===== src/rtl/sdm_pkg.sv =====
package sdm_pkg;

   localparam int FIELD_BITS    = 16;
   localparam int BASE_BITS     = 17;
   localparam int CSR_ADDR_BITS = 3;
   localparam int CSR_DATA_BITS = 32;

   // register index, taken from paddr[2]
   localparam logic [0:0] REG_DIGIT_BASE = 1'b0;
   localparam logic [BASE_BITS-1:0] BASE_RESET = 17'd10;

   typedef struct packed {
      logic busy;
      logic clamp_hit;
   } mac_status_type;

   typedef struct packed {
      logic busy;
      logic done;
   } div_status_type;

endpackage


===== src/rtl/sdm_operand_store.sv =====
module sdm_operand_store import sdm_pkg::*; #(
   parameter int MAX_DIGITS = 32,
   parameter int ADDR_BITS  = 5
) (
   input  logic                  clock,
   input  logic                  reset,
   input  logic                  wr_en,
   input  logic [ADDR_BITS-1:0]  wr_addr,
   input  logic [FIELD_BITS-1:0] wr_a,
   input  logic [FIELD_BITS-1:0] wr_b,
   input  logic                  rd_en,
   input  logic [ADDR_BITS-1:0]  rd_addr_a,
   input  logic [ADDR_BITS-1:0]  rd_addr_b,
   output logic                  rd_valid,
   output logic [FIELD_BITS-1:0] rd_a,
   output logic [FIELD_BITS-1:0] rd_b
);

   logic [FIELD_BITS-1:0] a_store_ff [MAX_DIGITS];
   logic [FIELD_BITS-1:0] b_store_ff [MAX_DIGITS];
   logic [FIELD_BITS-1:0] rd_a_ff;
   logic [FIELD_BITS-1:0] rd_b_ff;
   logic                  rd_valid_ff;

   always_ff @(posedge clock) begin
      if (wr_en) begin
         a_store_ff[wr_addr] <= wr_a;
         b_store_ff[wr_addr] <= wr_b;
      end
   end

   always_ff @(posedge clock) begin
      if (rd_en) begin
         rd_a_ff <= a_store_ff[rd_addr_a];
         rd_b_ff <= b_store_ff[rd_addr_b];
      end
   end

   always_ff @(posedge clock) begin
      if (reset) begin
         rd_valid_ff <= 1'b0;
      end else begin
         rd_valid_ff <= rd_en;
      end
   end

   assign rd_valid = rd_valid_ff;
   assign rd_a     = rd_a_ff;
   assign rd_b     = rd_b_ff;

endmodule


===== src/rtl/sdm_mac.sv =====
module sdm_mac import sdm_pkg::*; #(
   parameter int DIGIT_BITS = 16,
   parameter int SUM_BITS   = 38
) (
   input  logic                  clock,
   input  logic                  reset,
   input  logic                  clear,
   input  logic                  in_valid,
   input  logic [FIELD_BITS-1:0] in_a,
   input  logic [FIELD_BITS-1:0] in_b,
   input  logic [DIGIT_BITS:0]   base,
   output logic [SUM_BITS-1:0]   acc,
   output mac_status_type        status
);

   logic [DIGIT_BITS:0]     base_m1;
   logic                    a_hit;
   logic                    b_hit;
   logic [DIGIT_BITS-1:0]   a_sat;
   logic [DIGIT_BITS-1:0]   b_sat;
   logic [2*DIGIT_BITS-1:0] prod_ff;
   logic [2*DIGIT_BITS-1:0] prod_in;
   logic                    pvalid_ff;
   logic [SUM_BITS-1:0]     acc_ff;
   logic [SUM_BITS-1:0]     acc_in;

   always_comb begin
      base_m1 = base - (DIGIT_BITS+1)'(1);
      a_hit   = BASE_BITS'(in_a) >= BASE_BITS'(base);
      b_hit   = BASE_BITS'(in_b) >= BASE_BITS'(base);
      a_sat   = a_hit ? base_m1[DIGIT_BITS-1:0] : in_a[DIGIT_BITS-1:0];
      b_sat   = b_hit ? base_m1[DIGIT_BITS-1:0] : in_b[DIGIT_BITS-1:0];
      prod_in = a_sat * b_sat;
      if (clear) begin
         acc_in = '0;
      end else if (pvalid_ff) begin
         acc_in = acc_ff + SUM_BITS'(prod_ff);
      end else begin
         acc_in = acc_ff;
      end
   end

   always_ff @(posedge clock) begin
      prod_ff <= prod_in;
      acc_ff  <= acc_in;
   end

   always_ff @(posedge clock) begin
      if (reset) begin
         pvalid_ff <= 1'b0;
      end else begin
         pvalid_ff <= in_valid;
      end
   end

   assign acc              = acc_ff;
   assign status.busy      = in_valid | pvalid_ff;
   assign status.clamp_hit = in_valid & (a_hit | b_hit);

endmodule


===== src/rtl/sdm_divider.sv =====
module sdm_divider import sdm_pkg::*; #(
   parameter int DIGIT_BITS = 16,
   parameter int SUM_BITS   = 38
) (
   input  logic                  clock,
   input  logic                  reset,
   input  logic                  start,
   input  logic [SUM_BITS-1:0]   dividend,
   input  logic [DIGIT_BITS:0]   divisor,
   output logic [SUM_BITS-1:0]   quotient,
   output logic [DIGIT_BITS-1:0] remainder,
   output div_status_type        status
);

   localparam int CNT_BITS = $clog2(SUM_BITS + 1);

   logic [SUM_BITS-1:0]   quo_ff;
   logic [SUM_BITS-1:0]   quo_in;
   logic [DIGIT_BITS-1:0] rem_ff;
   logic [DIGIT_BITS-1:0] rem_in;
   logic [DIGIT_BITS:0]   dsr_ff;
   logic [DIGIT_BITS:0]   trial;
   logic [DIGIT_BITS:0]   diff;
   logic                  ge;
   logic [CNT_BITS-1:0]   cnt_ff;
   logic                  busy_ff;
   logic                  done_ff;

   // restoring division, one quotient bit per cycle
   always_comb begin
      trial  = {rem_ff, quo_ff[SUM_BITS-1]};
      ge     = trial >= dsr_ff;
      diff   = trial - dsr_ff;
      rem_in = ge ? diff[DIGIT_BITS-1:0] : trial[DIGIT_BITS-1:0];
      quo_in = {quo_ff[SUM_BITS-2:0], ge};
   end

   always_ff @(posedge clock) begin
      if (start) begin
         quo_ff <= dividend;
         rem_ff <= '0;
         dsr_ff <= divisor;
      end else if (busy_ff) begin
         quo_ff <= quo_in;
         rem_ff <= rem_in;
      end
   end

   always_ff @(posedge clock) begin
      if (reset) begin
         busy_ff <= 1'b0;
         done_ff <= 1'b0;
         cnt_ff  <= '0;
      end else begin
         done_ff <= 1'b0;
         if (start) begin
            busy_ff <= 1'b1;
            cnt_ff  <= CNT_BITS'(SUM_BITS);
         end else if (busy_ff) begin
            cnt_ff <= cnt_ff - CNT_BITS'(1);
            if (cnt_ff == CNT_BITS'(1)) begin
               busy_ff <= 1'b0;
               done_ff <= 1'b1;
            end
         end
      end
   end

   assign quotient    = quo_ff;
   assign remainder   = rem_ff;
   assign status.busy = busy_ff;
   assign status.done = done_ff;

endmodule


===== src/rtl/schoolbook_digit_multiplier.sv =====
// channel | dir | handshake                     | payload
// req     | in  | req_tvalid / req_tready       | tdata {b_digit, a_digit}, tlast last_pair
// rsp     | out | rsp_tvalid / rsp_tready       | tdata product_digit, tlast is_last,
//         |     |                               | tuser {load_overflow, input_clamped}
// csr     | in  | psel, penable, pwrite, pready | digit_base at byte address 0
//
// A pair without tlast only loads the operand stores. The pair with tlast starts the product:
// each of the 2n-1 columns runs its c digit products through the shared multiplier, then the
// bit-serial divider (SUM_BITS = 38 by default) for the carry. Each product digit is then
// read from the product memory and held until rsp takes it. req_tready is low from the
// last pair until the last digit is taken. Synchronous reset; stores need no clearing.
module schoolbook_digit_multiplier import sdm_pkg::*; #(
   parameter int MAX_DIGITS = 32,
   parameter int DIGIT_BITS = 16
) (
   input  logic                     clock,
   input  logic                     reset,
   input  logic                     req_tvalid,
   output logic                     req_tready,
   input  logic [2*FIELD_BITS-1:0]  req_tdata,   // a_digit [15:0], b_digit [31:16]
   input  logic                     req_tlast,
   output logic                     rsp_tvalid,
   input  logic                     rsp_tready,
   output logic [FIELD_BITS-1:0]    rsp_tdata,   // product_digit [15:0]
   output logic                     rsp_tlast,
   output logic [1:0]               rsp_tuser,   // input_clamped [0], load_overflow [1]
   input  logic                     csr_psel,
   input  logic                     csr_penable,
   input  logic                     csr_pwrite,
   input  logic [CSR_ADDR_BITS-1:0] csr_paddr,
   input  logic [CSR_DATA_BITS-1:0] csr_pwdata,
   output logic [CSR_DATA_BITS-1:0] csr_prdata,
   output logic                     csr_pready
);

   localparam int ADDR_BITS = (MAX_DIGITS > 1) ? $clog2(MAX_DIGITS) : 1;
   localparam int CNT_BITS  = $clog2(MAX_DIGITS + 1);
   localparam int PIDX_BITS = $clog2(2 * MAX_DIGITS);
   localparam int LEN_BITS  = CNT_BITS + 1;
   localparam int SUM_BITS  = 2 * DIGIT_BITS + $clog2(MAX_DIGITS) + 1;
   localparam logic [BASE_BITS-1:0] BASE_TOP = BASE_BITS'(2 ** DIGIT_BITS);

   localparam logic [2:0] ST_LOAD     = 3'd0;
   localparam logic [2:0] ST_COL      = 3'd1;
   localparam logic [2:0] ST_MAC      = 3'd2;
   localparam logic [2:0] ST_DRAIN    = 3'd3;
   localparam logic [2:0] ST_DIV      = 3'd4;
   localparam logic [2:0] ST_OUT_RD   = 3'd5;
   localparam logic [2:0] ST_OUT_SHOW = 3'd6;

   logic [2:0]            state_ff, state_in;
   logic [CNT_BITS-1:0]   count_ff, count_in;
   logic [PIDX_BITS-1:0]  k_ff, k_in;
   logic [ADDR_BITS-1:0]  i_ff, i_in;
   logic [PIDX_BITS-1:0]  j_ff, j_in;
   logic [SUM_BITS-1:0]   carry_ff, carry_in;
   logic                  clamp_ff, clamp_in;
   logic                  ovf_ff, ovf_in;
   logic [BASE_BITS-1:0]  base_ff;
   logic [DIGIT_BITS-1:0] product_store_ff [2*MAX_DIGITS];
   logic [DIGIT_BITS-1:0] prod_q_ff;

   logic [DIGIT_BITS:0]   base_eff;
   logic                  req_fire;
   logic                  rsp_fire;
   logic                  store_wr;
   logic                  csr_wr;
   logic [LEN_BITS-1:0]   kx, nx, last_idx, two_n;
   logic [ADDR_BITS-1:0]  i_lo, i_hi, b_addr;
   logic                  rd_en;
   logic                  mac_clear;
   logic                  div_start;
   logic                  prod_wr;
   logic [SUM_BITS-1:0]   mac_acc;
   logic [SUM_BITS-1:0]   quotient;
   logic [DIGIT_BITS-1:0] remainder;
   logic                  rd_valid;
   logic [FIELD_BITS-1:0] rd_a, rd_b;
   mac_status_type        mac_st;
   div_status_type        div_st;

   // configuration
   assign csr_pready = 1'b1;
   assign csr_wr     = csr_psel & csr_penable & csr_pwrite & csr_pready;

   always_ff @(posedge clock) begin
      if (reset) begin
         base_ff <= BASE_RESET;
      end else if (csr_wr && csr_paddr[2] == REG_DIGIT_BASE) begin
         base_ff <= csr_pwdata[BASE_BITS-1:0];
      end
   end

   assign csr_prdata = (csr_paddr[2] == REG_DIGIT_BASE) ? CSR_DATA_BITS'(base_ff) : '0;

   always_comb begin
      if (base_ff < BASE_BITS'(2)) begin
         base_eff = (DIGIT_BITS+1)'(2);
      end else if (base_ff > BASE_TOP) begin
         base_eff = (DIGIT_BITS+1)'(BASE_TOP);
      end else begin
         base_eff = (DIGIT_BITS+1)'(base_ff);
      end
   end

   // column bounds: column k pairs a[i] with b[k-i]
   always_comb begin
      kx       = LEN_BITS'(k_ff);
      nx       = LEN_BITS'(count_ff);
      two_n    = {count_ff, 1'b0};
      last_idx = two_n - LEN_BITS'(1);
      i_lo     = (kx >= nx) ? ADDR_BITS'(kx - nx + LEN_BITS'(1)) : '0;
      i_hi     = (kx < nx) ? ADDR_BITS'(kx) : ADDR_BITS'(nx - LEN_BITS'(1));
      b_addr   = ADDR_BITS'(kx - LEN_BITS'(i_ff));
   end

   assign req_tready = (state_ff == ST_LOAD);
   assign req_fire   = req_tvalid & req_tready;
   assign store_wr   = req_fire & (count_ff < CNT_BITS'(MAX_DIGITS));
   assign rsp_tvalid = (state_ff == ST_OUT_SHOW);
   assign rsp_fire   = rsp_tvalid & rsp_tready;
   assign rd_en      = (state_ff == ST_MAC);
   assign mac_clear  = (state_ff == ST_COL);
   assign div_start  = (state_ff == ST_DRAIN) & ~mac_st.busy;
   assign prod_wr    = (state_ff == ST_DIV) & div_st.done;

   always_comb begin
      state_in = state_ff;
      count_in = count_ff;
      k_in     = k_ff;
      i_in     = i_ff;
      j_in     = j_ff;
      carry_in = carry_ff;
      clamp_in = clamp_ff | mac_st.clamp_hit;
      ovf_in   = ovf_ff;
      case (state_ff)
         ST_LOAD: begin
            if (req_fire) begin
               if (store_wr) begin
                  count_in = count_ff + CNT_BITS'(1);
               end else begin
                  ovf_in = 1'b1;
               end
               if (req_tlast) begin
                  k_in     = PIDX_BITS'({count_in, 1'b0} - LEN_BITS'(2));
                  carry_in = '0;
                  state_in = ST_COL;
               end
            end
         end
         ST_COL: begin
            i_in     = i_lo;
            state_in = ST_MAC;
         end
         ST_MAC: begin
            if (i_ff == i_hi) begin
               state_in = ST_DRAIN;
            end else begin
               i_in = i_ff + ADDR_BITS'(1);
            end
         end
         ST_DRAIN: begin
            if (!mac_st.busy) begin
               state_in = ST_DIV;
            end
         end
         ST_DIV: begin
            if (div_st.done) begin
               carry_in = quotient;
               if (k_ff == '0) begin
                  j_in     = '0;
                  state_in = ST_OUT_RD;
               end else begin
                  k_in     = k_ff - PIDX_BITS'(1);
                  state_in = ST_COL;
               end
            end
         end
         ST_OUT_RD: begin
            state_in = ST_OUT_SHOW;
         end
         ST_OUT_SHOW: begin
            if (rsp_fire) begin
               if (LEN_BITS'(j_ff) == last_idx) begin
                  count_in = '0;
                  clamp_in = 1'b0;
                  ovf_in   = 1'b0;
                  state_in = ST_LOAD;
               end else begin
                  j_in     = j_ff + PIDX_BITS'(1);
                  state_in = ST_OUT_RD;
               end
            end
         end
         default: begin
            state_in = ST_LOAD;
         end
      endcase
   end

   always_ff @(posedge clock) begin
      if (reset) begin
         state_ff <= ST_LOAD;
         count_ff <= '0;
         clamp_ff <= 1'b0;
         ovf_ff   <= 1'b0;
      end else begin
         state_ff <= state_in;
         count_ff <= count_in;
         clamp_ff <= clamp_in;
         ovf_ff   <= ovf_in;
      end
   end

   always_ff @(posedge clock) begin
      k_ff     <= k_in;
      i_ff     <= i_in;
      j_ff     <= j_in;
      carry_ff <= carry_in;
   end

   // product digits, index 0 most significant; index 0 itself is the final carry
   always_ff @(posedge clock) begin
      if (prod_wr) begin
         product_store_ff[PIDX_BITS'(kx + LEN_BITS'(1))] <= remainder;
      end
   end

   always_ff @(posedge clock) begin
      if (state_ff == ST_OUT_RD) begin
         prod_q_ff <= product_store_ff[j_ff];
      end
   end

   assign rsp_tdata = (j_ff == '0) ? FIELD_BITS'(carry_ff[DIGIT_BITS-1:0])
                                   : FIELD_BITS'(prod_q_ff);
   assign rsp_tlast = (LEN_BITS'(j_ff) == last_idx);
   assign rsp_tuser = {ovf_ff, clamp_ff};

   sdm_operand_store #(
      .MAX_DIGITS (MAX_DIGITS),
      .ADDR_BITS  (ADDR_BITS)
   ) u_store (
      .clock     (clock),
      .reset     (reset),
      .wr_en     (store_wr),
      .wr_addr   (ADDR_BITS'(count_ff)),
      .wr_a      (req_tdata[FIELD_BITS-1:0]),
      .wr_b      (req_tdata[2*FIELD_BITS-1:FIELD_BITS]),
      .rd_en     (rd_en),
      .rd_addr_a (i_ff),
      .rd_addr_b (b_addr),
      .rd_valid  (rd_valid),
      .rd_a      (rd_a),
      .rd_b      (rd_b)
   );

   sdm_mac #(
      .DIGIT_BITS (DIGIT_BITS),
      .SUM_BITS   (SUM_BITS)
   ) u_mac (
      .clock    (clock),
      .reset    (reset),
      .clear    (mac_clear),
      .in_valid (rd_valid),
      .in_a     (rd_a),
      .in_b     (rd_b),
      .base     (base_eff),
      .acc      (mac_acc),
      .status   (mac_st)
   );

   sdm_divider #(
      .DIGIT_BITS (DIGIT_BITS),
      .SUM_BITS   (SUM_BITS)
   ) u_div (
      .clock     (clock),
      .reset     (reset),
      .start     (div_start),
      .dividend  (mac_acc + carry_ff),
      .divisor   (base_eff),
      .quotient  (quotient),
      .remainder (remainder),
      .status    (div_st)
   );

endmodule


===== config.mk =====
export PLATFORM = sky130hd
export DESIGN_NAME = schoolbook_digit_multiplier
export DESIGN_NICKNAME = d
export VERILOG_FILES = /design/src/rtl/sdm_pkg.sv /design/src/rtl/sdm_operand_store.sv /design/src/rtl/sdm_mac.sv /design/src/rtl/sdm_divider.sv /design/src/rtl/schoolbook_digit_multiplier.sv
export SDC_FILE = /design/constraint.sdc
export NUM_CORES = 2
export LEC_CHECK = 0
export ABC_AREA = 1
export BUFFER_PORTS_ARGS = -buffer_cell sky130_fd_sc_hd__buf_2
export CAP_MARGIN = 40
export CORE_MARGIN = 5
export CORE_UTILIZATION = 64
export DETAILED_ROUTE_END_ITERATION = 10
export PLACE_DENSITY_LB_ADDON = 0.3
export SETUP_SLACK_MARGIN = 0.4
export SLEW_MARGIN = 20
export SYNTH_ARGS = -nofsm -noshare
export SYNTH_HDL_FRONTEND = slang
export SYNTH_HIERARCHICAL = 1
export SYNTH_SLANG_ARGS = --single-unit

===== constraint.sdc =====
create_clock -name clock -period 8.15 [get_ports clock]
set_clock_uncertainty 0.05 [all_clocks]
set_input_delay 1.63 -clock clock [delete_from_list [all_inputs] [get_ports clock]]
set_output_delay 1.63 -clock clock [all_outputs]
set_load 0.1 [all_outputs]

==> results.json <==
{
  "syn_inst": 10400,
  "relSlewSlack_pct": 40.3,
  "grt_max_degree": 181,
  "syn_area_sq_um": 110000,
  "via_per_inst": 6.12,
  "fin_crit_ns": 7.98,
  "wl_per_cell_microns": 23.4,
  "root_buffer": "clkbuf_16",
  "vias": 80900,
  "antenna_found_initial": 15,
  "grt_pass1_wl_microns": 457000,
  "worst_pin_slew_ns": 0.895,
  "critical_path.most_common_cell": "inv_1",
  "dp_hpwl_microns": 183000,
  "drtIter0Drc": 10500,
  "end_kind": "flop",
  "cts_max_path_buffers": 3,
  "hold_viol_final": 0,
  "grt_usage_pct": 33.4,
  "grt_pass1_vias": 77600,
  "core_area_sq_um": 172000,
  "yosys_warnings": 6,
  "hold_buffers": 0,
  "setup_viol": 0,
  "die_area_sq_um": 181000,
  "clock_sinks": 2330,
  "clk_pin_slew_worst_paths_ns": 0.06,
  "die_width_microns": 425,
  "critPathMaxFanout": 8,
  "max_stage_delay_ns": 0.56,
  "critPathKind": "reg -> reg",
  "finalMaxSlewViolations": 0,
  "final_cell_mix": "nand2_1 (2,522), edfxtp_1 (2,206), nor2_1 (1,099), nand3_1 (1,030), inv_1 (668)",
  "numCtsBuffers": 212,
  "violations": "design-rule violations",
  "max_cap_violations": 0,
  "ios": 129,
  "layout-drive-gt1-share_pct": 12.4,
  "crit_slowest_cell": "fa_2",
  "critPathRequiredTime_ns": 8.85,
  "gr-total-overflow": 0,
  "die_h_microns": 425,
  "status": "complete, but fails checks",
  "fin_util_pct": 72.5,
  "final_common_cell": "nand2_1",
  "cts_tree": "yes",
  "fmax_ghz": 0.125,
  "period_share_pct": 97.9,
  "gp_congestion": 0.949,
  "seq_area_sq_um": 68700,
  "multi_input_area_sq_um": 37500,
  "cp-start-kind": "flop",
  "route.detailed.drc": 2,
  "avgSynthCellArea_sq_um": 10.6,
  "insertion_delay_ns": 0.86,
  "dr.pass1.iters": 11,
  "nFillCells": 11500,
  "hold_class": "reg -> reg",
  "wirelength_microns": 309000,
  "htree_num_levels": 4,
  "drtAntennaViolNets": 0,
  "rows": 152,
  "arrival_ns": 8.69,
  "grt_setup_unrepaired": "true",
  "finalNetCount": 11200,
  "syn_to_final_growth_pct": 12.7,
  "port_buffers": 95,
  "start_util_pct": 64.3
}
==> metal layers <==
metal,global-route usage [%],part of all wire [%],vias to the layer above
li1,-,-,36200
met5,0,0.041,-
met4,17.2,6.2,22
met2,54.6,48,4842
met1,43.3,36,38800
met3,6.05,10,974
==> worst paths after layout <==
check	from	to	slack, ns	depth (start not counted)
min	u_store/rd_valid	u_mac/pvalid_ff	0.47	2
max	base_ff[5]	u_mac/prod_ff[25]	0.17	40
min reg2reg	u_store/rd_valid	u_mac/pvalid_ff	0.47	2
max reg2reg	base_ff[5]	u_mac/prod_ff[25]	0.17	40
==> worst max-delay path: cells and delay by family (launching register included) <==
kind	cells	cell delay, ns
AOI/OAI and AO/OA	4	0.63
and+or+nand+nor	14	1.86
adders and majority gates	8	3.44
DFF	1	0.32
xor gates and xnor gates	1	0.14
buffers and inverters	13	1.42
==> registers in the layout (all words and copies together) (netlist names), 16 cells and up <==
signal / count
u_div/quotient: 38
carry_ff: 38
u_store/rd_b: 16
u_div/remainder: 16
u_store/a_store_ff: 512
base_ff: 17
u_store/rd_a: 16
u_mac/acc: 38
u_mac/prod_ff: 32
prod_q_ff: 16
product_store_ff: 1024
u_store/b_store_ff: 512
u_div/dsr_ff: 17
==> through the flow <==
stage / setup TNS, ns / setup WS, ns / cell area (sq um) / std cells / hold slack (ns)
final: 0 / 0.167 / 124000 / 13200 / 0.466
after global routing: -0.458 / -0.148 / 124000 / 13200 / 0.506
after CTS: 0 / 0.335 / 122000 / 13100 / 0.459
after detailed placement: -0.0630 / -0.0437 / 115000 / 12700 / 0.440
after global placement: 0 / 0.00547 / 114000 / 12700 / 0.429
after floorplan: 0 / 0.668 / 110000 / 10400 / 0.378
==> cell type report <==
class	instances	area share [%]
Antenna cell	6	0.0121
Clock buffer	266	4.56
Inverter	730	2.24
Clock inverter	127	0.982
Sequential cell	2330	55.3
Tap cell	2310	2.32
Multi-Input combinational cell	6806	30.1
Timing Repair Buffer	632	4.43
==> what timing repair did <==
item,CTS,global route
gates resized for setup,82,296
endpoints found under the setup margin,23,23
pin swaps,23,118
cloned,2,4
setup buffers,9,56
Power is left out: the tool's default activity adds up to more than one toggle a clock period on the data nets, which glitch-free logic cannot reach.
